### config.mk
export PLATFORM = sky130hd
export DESIGN_NAME = mouse_click_drag_decoder
export DESIGN_NICKNAME = d
export VERILOG_FILES = /design/src/hdl/mcdd_pkg.sv /design/src/hdl/mouse_click_drag_decoder.sv /design/src/hdl/mcdd_core.sv
export SDC_FILE = /design/constraint.sdc
export NUM_CORES = 1
export LEC_CHECK = 0
export BUFFER_PORTS_ARGS = -buffer_cell sky130_fd_sc_hd__buf_2
export CORE_ASPECT_RATIO = 0.75
export CORE_MARGIN = 2
export CORE_UTILIZATION = 55
export CTS_BUF_LIST = sky130_fd_sc_hd__clkbuf_8
export DETAILED_ROUTE_END_ITERATION = 8
export GPL_TIMING_DRIVEN = 0
export PLACE_DENSITY = 0.83
export SYNTH_ARGS = -nofsm -noshare
export SYNTH_HDL_FRONTEND = slang
export SYNTH_SLANG_ARGS = --single-unit
### constraint.sdc
create_clock -name clk -period 7.6 [get_ports clk]
set_clock_uncertainty 0.2 [all_clocks]
set_input_delay 0 -clock clk [delete_from_list [all_inputs] [get_ports clk]]
set_output_delay 0 -clock clk [all_outputs]
set_load 0.01 [all_outputs]
### src/hdl/mcdd_pkg.sv
// mcdd_pkg: shared types, codes and defaults for the mouse click and drag decoder
// used by mcdd_core, mouse_click_drag_decoder and mcdd_checker; no dependencies
`timescale 1ns / 1ps
`default_nettype none

package mcdd_pkg;

    // default pointer coordinate width
    localparam int COORD_BITS_DEF = 12;

    // register reset values and the motion saturation limit
    localparam logic [1:0]  CLICK_MODE_RST = 2'd1;
    localparam logic [15:0] MOVE_LIMIT_RST = 16'd5;
    localparam logic [15:0] MOTION_MAX     = 16'hFFFF;

    // click modes
    localparam logic [1:0] MODE_SINGLE = 2'd1;
    localparam logic [1:0] MODE_DOUBLE = 2'd2;

    // configuration register indexes
    localparam logic REG_CLICK_MODE = 1'b0;
    localparam logic REG_MOVE_LIMIT = 1'b1;

    // event codes, anything else acts as a move
    localparam logic [3:0] EV_LDOWN = 4'd1;
    localparam logic [3:0] EV_RDOWN = 4'd2;
    localparam logic [3:0] EV_LUP   = 4'd4;
    localparam logic [3:0] EV_RUP   = 4'd5;
    localparam logic [3:0] EV_LDBL  = 4'd7;
    localparam logic [3:0] EV_RDBL  = 4'd8;

    // button flag values
    localparam logic [5:0] FLAGS_LEFT_ONLY  = 6'd1;
    localparam logic [5:0] FLAGS_RIGHT_ONLY = 6'd2;
    localparam logic [5:0] FLAGS_NONE       = 6'd0;

    // result kinds
    localparam logic [1:0] KIND_NONE    = 2'd0;
    localparam logic [1:0] KIND_PAGE    = 2'd1;
    localparam logic [1:0] KIND_POINT   = 2'd2;
    localparam logic [1:0] KIND_SEGMENT = 2'd3;

    // page steps, same codes as the press direction
    localparam logic [1:0] STEP_ZERO = 2'b00;
    localparam logic [1:0] STEP_NEXT = 2'b01;
    localparam logic [1:0] STEP_PREV = 2'b11;

    // tracked press direction
    typedef enum logic [1:0] {
        DIR_NONE  = 2'b00,
        DIR_LEFT  = 2'b01,
        DIR_RIGHT = 2'b11
    } dir_t;

    // control state passed between the top level and the decode core
    typedef struct packed {
        logic pen_valid;
        dir_t press_dir;
    } ctl_t;

endpackage

`default_nettype wire

### src/hdl/mouse_click_drag_decoder.sv
// mouse_click_drag_decoder: top level, input register, decode core, state and result register
// depends on mcdd_pkg and mcdd_core
`timescale 1ns / 1ps
`default_nettype none

//  channel   dir   handshake            payload
//  s_*       in    s_tvalid/s_tready    tuser event_code, tdata pos_x, pos_y, button_flags
//  m_*       out   m_tvalid/m_tready    tuser result_kind, tdata page_step, from_x..to_y
//  cfg_*     in    cfg_valid/cfg_ready  cfg_index register, cfg_data value
//
//  one request in, one result out, one request per cycle sustained while m_tready is high
//  a request passes the input register, then the decode core into the result register
//  state (pen, press tracking) updates as a request moves into the result register
//  a stalled result register holds; the input register still takes one more request
//  reset clears the state and loads click_mode 1, click_move_limit 5
//  cfg_ready is always high; write registers only while the block is idle

module mouse_click_drag_decoder import mcdd_pkg::*; #(
    parameter int COORD_BITS = COORD_BITS_DEF
) (
    input  wire logic                                     clk,
    input  wire logic                                     rst_n,
    // input requests
    input  wire logic                                     s_tvalid,
    output logic                                          s_tready,
    input  wire logic [3:0]                               s_tuser,  // event_code
    // pos_x, pos_y, button_flags, zero pad
    input  wire logic [((2*COORD_BITS+6+7)/8)*8-1:0]      s_tdata,
    // results
    output logic                                          m_tvalid,
    input  wire logic                                     m_tready,
    output logic [1:0]                                    m_tuser,  // result_kind
    // page_step, from_x, from_y, to_x, to_y, zero pad
    output logic [((2+4*COORD_BITS+7)/8)*8-1:0]           m_tdata,
    // register writes
    input  wire logic                                     cfg_valid,
    output logic                                          cfg_ready,
    input  wire logic                                     cfg_index,
    input  wire logic [15:0]                              cfg_data
);

    localparam int C          = COORD_BITS;
    localparam int OUT_USED_W = 2 + 4 * C;
    localparam int OUT_DATA_W = ((OUT_USED_W + 7) / 8) * 8;

    // configuration registers
    logic [1:0]  click_mode_reg;
    logic [15:0] click_move_limit_reg;

    // input register
    logic         s1_valid_reg;
    logic [3:0]   s1_event_reg;
    logic [C-1:0] s1_x_reg;
    logic [C-1:0] s1_y_reg;
    logic [5:0]   s1_flags_reg;

    // decoder state
    ctl_t         ctl_reg;
    logic [C-1:0] pen_x_reg;
    logic [C-1:0] pen_y_reg;
    logic [C-1:0] press_x_reg;
    logic [C-1:0] press_y_reg;
    logic [15:0]  press_motion_reg;

    // result register
    logic         out_valid_reg;
    logic [1:0]   out_kind_reg;
    logic [1:0]   out_step_reg;
    logic [C-1:0] out_from_x_reg;
    logic [C-1:0] out_from_y_reg;
    logic [C-1:0] out_to_x_reg;
    logic [C-1:0] out_to_y_reg;

    // core outputs
    ctl_t         ctl_next;
    logic         pen_load;
    logic [C-1:0] press_x_next;
    logic [C-1:0] press_y_next;
    logic [15:0]  press_motion_next;
    logic [1:0]   kind_next;
    logic [1:0]   step_next;
    logic [C-1:0] from_x_next;
    logic [C-1:0] from_y_next;
    logic [C-1:0] to_x_next;
    logic [C-1:0] to_y_next;

    logic s1_move;
    logic in_acc;

    // the request in the input register moves on when the result register is free
    assign s1_move  = s1_valid_reg && (!out_valid_reg || m_tready);
    assign s_tready = !s1_valid_reg || s1_move;
    assign in_acc   = s_tvalid && s_tready;

    assign cfg_ready = 1'b1;

    always_ff @(posedge clk or negedge rst_n)
    begin
        if (!rst_n)
        begin
            click_mode_reg       <= CLICK_MODE_RST;
            click_move_limit_reg <= MOVE_LIMIT_RST;
        end
        else if (cfg_valid)
        begin
            unique case (cfg_index)
                REG_CLICK_MODE: click_mode_reg       <= cfg_data[1:0];
                REG_MOVE_LIMIT: click_move_limit_reg <= cfg_data;
                default:        click_mode_reg       <= click_mode_reg;
            endcase
        end
    end

    // input register
    always_ff @(posedge clk or negedge rst_n)
    begin
        if (!rst_n)
            s1_valid_reg <= 1'b0;
        else if (in_acc)
            s1_valid_reg <= 1'b1;
        else if (s1_move)
            s1_valid_reg <= 1'b0;
    end

    always_ff @(posedge clk)
    begin
        if (in_acc)
        begin
            s1_event_reg <= s_tuser;
            s1_x_reg     <= s_tdata[C-1:0];
            s1_y_reg     <= s_tdata[2*C-1:C];
            s1_flags_reg <= s_tdata[2*C+5:2*C];
        end
    end

    mcdd_core #(
        .COORD_BITS (COORD_BITS)
    ) u_core (
        .click_mode        (click_mode_reg),
        .click_move_limit  (click_move_limit_reg),
        .event_code        (s1_event_reg),
        .pos_x             (s1_x_reg),
        .pos_y             (s1_y_reg),
        .button_flags      (s1_flags_reg),
        .ctl               (ctl_reg),
        .pen_x             (pen_x_reg),
        .pen_y             (pen_y_reg),
        .press_x           (press_x_reg),
        .press_y           (press_y_reg),
        .press_motion      (press_motion_reg),
        .ctl_next          (ctl_next),
        .pen_load          (pen_load),
        .press_x_next      (press_x_next),
        .press_y_next      (press_y_next),
        .press_motion_next (press_motion_next),
        .result_kind       (kind_next),
        .page_step         (step_next),
        .from_x            (from_x_next),
        .from_y            (from_y_next),
        .to_x              (to_x_next),
        .to_y              (to_y_next)
    );

    // state commits once per request, as it enters the result register
    always_ff @(posedge clk or negedge rst_n)
    begin
        if (!rst_n)
        begin
            ctl_reg.pen_valid <= 1'b0;
            ctl_reg.press_dir <= DIR_NONE;
            pen_x_reg         <= '0;
            pen_y_reg         <= '0;
            press_x_reg       <= '0;
            press_y_reg       <= '0;
            press_motion_reg  <= '0;
        end
        else if (s1_move)
        begin
            ctl_reg          <= ctl_next;
            press_x_reg      <= press_x_next;
            press_y_reg      <= press_y_next;
            press_motion_reg <= press_motion_next;
            if (pen_load)
            begin
                pen_x_reg <= s1_x_reg;
                pen_y_reg <= s1_y_reg;
            end
        end
    end

    // result register
    always_ff @(posedge clk or negedge rst_n)
    begin
        if (!rst_n)
            out_valid_reg <= 1'b0;
        else if (s1_move)
            out_valid_reg <= 1'b1;
        else if (m_tready)
            out_valid_reg <= 1'b0;
    end

    always_ff @(posedge clk)
    begin
        if (s1_move)
        begin
            out_kind_reg   <= kind_next;
            out_step_reg   <= step_next;
            out_from_x_reg <= from_x_next;
            out_from_y_reg <= from_y_next;
            out_to_x_reg   <= to_x_next;
            out_to_y_reg   <= to_y_next;
        end
    end

    assign m_tvalid = out_valid_reg;
    assign m_tuser  = out_kind_reg;
    assign m_tdata  = {(OUT_DATA_W - OUT_USED_W)'(0), out_to_y_reg, out_to_x_reg,
                       out_from_y_reg, out_from_x_reg, out_step_reg};

endmodule

`default_nettype wire

### src/hdl/mcdd_core.sv
// mcdd_core: single-pass decode of one mouse event into a result and next state
// depends on mcdd_pkg
`timescale 1ns / 1ps
`default_nettype none

module mcdd_core import mcdd_pkg::*; #(
    parameter int COORD_BITS = COORD_BITS_DEF
) (
    input  wire logic [1:0]            click_mode,
    input  wire logic [15:0]           click_move_limit,
    input  wire logic [3:0]            event_code,
    input  wire logic [COORD_BITS-1:0] pos_x,
    input  wire logic [COORD_BITS-1:0] pos_y,
    input  wire logic [5:0]            button_flags,
    input  wire ctl_t                  ctl,
    input  wire logic [COORD_BITS-1:0] pen_x,
    input  wire logic [COORD_BITS-1:0] pen_y,
    input  wire logic [COORD_BITS-1:0] press_x,
    input  wire logic [COORD_BITS-1:0] press_y,
    input  wire logic [15:0]           press_motion,
    output ctl_t                       ctl_next,
    output logic                       pen_load,
    output logic [COORD_BITS-1:0]      press_x_next,
    output logic [COORD_BITS-1:0]      press_y_next,
    output logic [15:0]                press_motion_next,
    output logic [1:0]                 result_kind,
    output logic [1:0]                 page_step,
    output logic [COORD_BITS-1:0]      from_x,
    output logic [COORD_BITS-1:0]      from_y,
    output logic [COORD_BITS-1:0]      to_x,
    output logic [COORD_BITS-1:0]      to_y
);

    localparam int SUM_W = ((COORD_BITS > 16) ? COORD_BITS : 16) + 2;

    logic [COORD_BITS-1:0] dx;
    logic [COORD_BITS-1:0] dy;
    logic [SUM_W-1:0]      sum;
    logic [15:0]           motion_upd;
    logic [COORD_BITS-1:0] px_upd;
    logic [COORD_BITS-1:0] py_upd;
    logic                  tracking;
    logic                  is_down;
    logic                  released;
    logic                  page;
    logic [1:0]            step;
    dir_t                  dir_next;

    assign dx = (press_x > pos_x) ? (press_x - pos_x) : (pos_x - press_x);
    assign dy = (press_y > pos_y) ? (press_y - pos_y) : (pos_y - press_y);
    assign sum = SUM_W'(press_motion) + SUM_W'(dx) + SUM_W'(dy);

    assign tracking   = (ctl.press_dir != DIR_NONE);
    assign motion_upd = !tracking ? press_motion :
                        (sum > SUM_W'(MOTION_MAX)) ? MOTION_MAX : sum[15:0];
    assign px_upd     = tracking ? pos_x : press_x;
    assign py_upd     = tracking ? pos_y : press_y;

    assign is_down  = (event_code == EV_LDOWN) || (event_code == EV_RDOWN);
    // press ends on its up event or when its button is no longer held
    assign released = ((ctl.press_dir == DIR_LEFT) &&
                       ((event_code == EV_LUP) || !button_flags[0])) ||
                      ((ctl.press_dir == DIR_RIGHT) &&
                       ((event_code == EV_RUP) || !button_flags[1]));

    always_comb
    begin
        page              = 1'b0;
        step              = STEP_ZERO;
        dir_next          = ctl.press_dir;
        press_x_next      = press_x;
        press_y_next      = press_y;
        press_motion_next = press_motion;
        if (click_mode == MODE_DOUBLE)
        begin
            if (event_code == EV_LDBL)
            begin
                page = 1'b1;
                step = STEP_NEXT;
            end
            else if (event_code == EV_RDBL)
            begin
                page = 1'b1;
                step = STEP_PREV;
            end
        end
        else if (click_mode == MODE_SINGLE)
        begin
            press_x_next      = px_upd;
            press_y_next      = py_upd;
            press_motion_next = motion_upd;
            if (is_down)
            begin
                if (tracking)
                begin
                    // any down event while a button is held cancels the press
                    dir_next = DIR_NONE;
                end
                else
                begin
                    if ((event_code == EV_LDOWN) &&
                        ((button_flags == FLAGS_LEFT_ONLY) || (button_flags == FLAGS_NONE)))
                        dir_next = DIR_LEFT;
                    else if ((button_flags == FLAGS_RIGHT_ONLY) ||
                             (button_flags == FLAGS_NONE))
                        dir_next = DIR_RIGHT;
                    press_x_next      = pos_x;
                    press_y_next      = pos_y;
                    press_motion_next = '0;
                end
            end
            else if (released)
            begin
                if (motion_upd < click_move_limit)
                begin
                    page = 1'b1;
                    step = ctl.press_dir;
                end
                dir_next = DIR_NONE;
            end
        end
    end

    always_comb
    begin
        ctl_next.press_dir = dir_next;
        ctl_next.pen_valid = 1'b0;
        pen_load           = 1'b0;
        result_kind        = KIND_NONE;
        page_step          = STEP_ZERO;
        from_x             = '0;
        from_y             = '0;
        to_x               = '0;
        to_y               = '0;
        if (page)
        begin
            result_kind = KIND_PAGE;
            page_step   = step;
        end
        else if (button_flags == FLAGS_LEFT_ONLY)
        begin
            ctl_next.pen_valid = 1'b1;
            pen_load           = 1'b1;
            if (!ctl.pen_valid)
            begin
                result_kind = KIND_POINT;
                from_x      = pos_x;
                from_y      = pos_y;
            end
            else
            begin
                result_kind = KIND_SEGMENT;
                from_x      = pen_x;
                from_y      = pen_y;
                to_x        = pos_x;
                to_y        = pos_y;
            end
        end
    end

endmodule

`default_nettype wire

==> metrics.md <==
| Metric | Value |
|---|---|
| Hold EP | `s1_flags_reg[3]` |
| Area Overhead vs Synth | `31.05%` |
| Setup TNS | `-24710 ps` |
| Worst R2R End | `out_to_y_reg[9]` |
| Period utilization | `1.054` |
| Worst Setup End Kind | `flip-flop` |
| Synthesized area per cell | `10.14 µm²` |
| GRT Total Usage | `0.2921` |
| Die area | `20450 µm²` |
| Floorplan row count | `43` |
| Worst Hold Launch | `s_tdata[27]` |
| Die W | `164.4 µm` |
| WL met1 | `13070 µm` |
| Crit Path Max Fanout | `7` |
| Initial DRT Pass Iterations | `6` |
| Crit path largest cell delay | `490 ps` |
| Most used cell along the critical path | `a21oi_2` |
| Global route total overflow | `0` |
| Clk Tree Root Cell | `clkbuf_8` |
| MaxCap Viol Count | `0` |
| First-pass GRT wire length | `46850 µm` |
| Total CTS buffers | `17` |
| Register area share after synthesis | `0.4486` |
| Syn. warnings | `0` |
| DRC | `0` |
| Avg WL per Cell | `21.45 µm` |
| Syn Std Cell Area | `10620 µm²` |
| Setup repair after global routing missed its margin | `true` |
| Initial Util | `0.5672` |
| PortBufs | `109` |
| Area contributors post-synth | `edfxtp_1 (24%), dfrtp_1 (20%), ha_1 (10%)` |
| ANT nets after route | `0` |
| Synth top area share | `0.2432` |
| Io pins | `119` |
| Worst slew pin tran | `1010 ps` |
| Post-synth top flop | `edfxtp_1` |
| Post-synth cell types | `69` |
| Post-synthesis register bit count | `173` |
| Tightest Hold Check Type | `in2reg` |
| Pins Over Slew Limit | `0` |
| Clock transition at path regs | `120 ps` |
| R2R setup slack | `-410 ps` |
| Worst-skew pair later-pin latency | `490 ps` |
| Final setup fails | `76` |
| Sink count of the clock tree | `173` |
| Dpl cell area | `11580 µm²` |
| Cell type with the highest aggregate area in the netlist | `edfxtp_1` |
| Met3 wire length | `2867 µm` |
| Tmin final | `8009 ps` |
| Worst setup margin | `-409.5 ps` |
| Final hold violation count | `0` |
| Placed wire-length estimate | `19170 µm` |
| Reg2reg path depth | `37` |
| Req. time, crit path | `7600 ps` |
| Via count | `9733` |
| Maximum clock path buffer count | `2` |
| Top sig layer | `met4` |
| Initial antenna violation count | `0` |
| H-tree depth | `4` |
| Worst R2R Start | `s1_x_reg[0]` |
| Core area | `18720 µm²` |
| Post-Route WL | `33390 µm` |
| Min-Delay Path Depth | `2` |
| Outcome | `finished with violations` |
| GPL Wtd Cong | `0.9481` |
| Asr flop ratio synth | `0.5029` |
| Max stage delay cell, worst path | `edfxtp_1` |
| Critical Path Source Type | `flip-flop` |
| Fin nets | `1448` |
| FMAX | `124.9 MHz` |
| Violated checks | `setup timing` |
| Finished Core Util | `0.7433` |
| Relative slew margins | `0.3266` |
| ANT cells | `0` |
| Routed vias/inst | `6.251` |
| Number of enable flip-flop cells after synthesis | `86` |
| Share of cells above drive strength 1 | `0.2756` |
| Iteration-0 DRC Markers | `1334` |
| Met2 WL | `15850 µm` |
| Design Area, Final | `13920 µm²` |
| Die Span Y | `124.3 µm` |
| Arrival time at the worst endpoint | `8010 ps` |
| Mapped Cells | `1047` |
| Critical path class | `reg2reg` |
| Number of global-route vias before repair | `9166` |
| CTS tree | `built` |
| Pin count of the biggest net entering global routing | `49` |
[worst max path at each step]
stage	slack (ps)	end	startpoint
after floorplan	20	out_from_x_reg[10]	s1_x_reg[4]
after global placement	-1420	out_to_y_reg[10]	s1_x_reg[4]
after detailed placement	-1500	out_to_y_reg[10]	s1_x_reg[4]
after CTS	-20	out_to_x_reg[8]	press_x_reg[0]
after global routing	-600	out_to_y_reg[5]	s1_x_reg[0]
final	-410	out_to_y_reg[9]	s1_x_reg[0]
[cell families (layout without fill, tap and decap cells)]
logic type,after synthesis,after routing,synth area share
buffers and inverters,133,391,0.05149
xor gates and xnor gates,45,45,0.03712
and+or+nand+nor,246,246,0.1104
other,2,7,0.0007072
DFF,173,173,0.4486
AOI/OAI and AO/OA,286,286,0.1692
adders and majority gates,93,93,0.1138
muxes,69,69,0.06869
[stage by stage]
step,setup WS [ps],hold WS (ps),instances
floorplan,20.49,-495.6,1052
global placement,-1415,-23.17,1408
detailed placement,-1498,-145.0,1410
CTS,-23.32,0.8522,1539
global route,-600.6,15.62,1557
finish,-409.5,12.70,1557
[cells in the final DEF (no fill, tap or decap), drive strengths merged, types with 10 or more instances in the layout]
cell and instances:
o21a 12, xnor2 30, o21ai 101, nor2 79, mux2 31, mux2i 38, a211oi 10, buf 178
nor3 36, dfrtp 84, clkbuf 53, a21oi 61, a21o 36, o21bai 13, ha 87, edfxtp 86
inv 91, dlygate4sd3 62, nand2 67, xor2 15
[worst max-delay path, delay by kind of cell, from the launching register on]
family / cells / cell delay, ps
and+or+nand+nor: 5 / 530
adders and majority gates: 5 / 1570
buffers and inverters: 7 / 1160
xor gates and xnor gates: 2 / 350
AOI/OAI and AO/OA: 18 / 3430
DFF: 1 / 490
[cell type report]
type	count	area [µm²]
clock buffers	17	234.0
inverters	83	314.1
flip-flops and latches	173	4763
plain buffers	48	377.9
fillers	1159	4807
well taps	247	309.0
multi-input cells	746	5969
repair buffers	228	1762
clock inverters	15	186.4
[synth_stat cells (13+ instances only)]
library cell,instances
a21o_1,36
nor2_1,79
o21bai_1,13
edfxtp_1,86
nand2_1,67
ha_1,87
mux2i_1,38
a21oi_1,60
xor2_1,15
o21ai_0,47
o21ai_1,54
mux2_2,31
dfrtp_1,84
nor3_1,36
xnor2_1,30
clkbuf_1,36
inv_1,82
[layer usage]
layer | up-vias | global-route usage
li1 | 4221 | -
met1 | 4698 | 0.3958
met4 | 0 | 0.09514
met5 | - | 0
met3 | 158 | 0.05628
met2 | 656 | 0.4730
[repair_timing]
item | CTS | global route
pin swaps | 34 | 46
resized for setup | 82 | 93
buffers inserted | 34 | 14
endpoints found under the setup margin | 77 | 77
hold buffers | 63 | 0
hold endpoints to repair | 138 | 0
gates cloned | 2 | 4
Power is left out: the tool's default activity adds up to more than one toggle a clock period on the data nets, which glitch-free logic cannot reach.
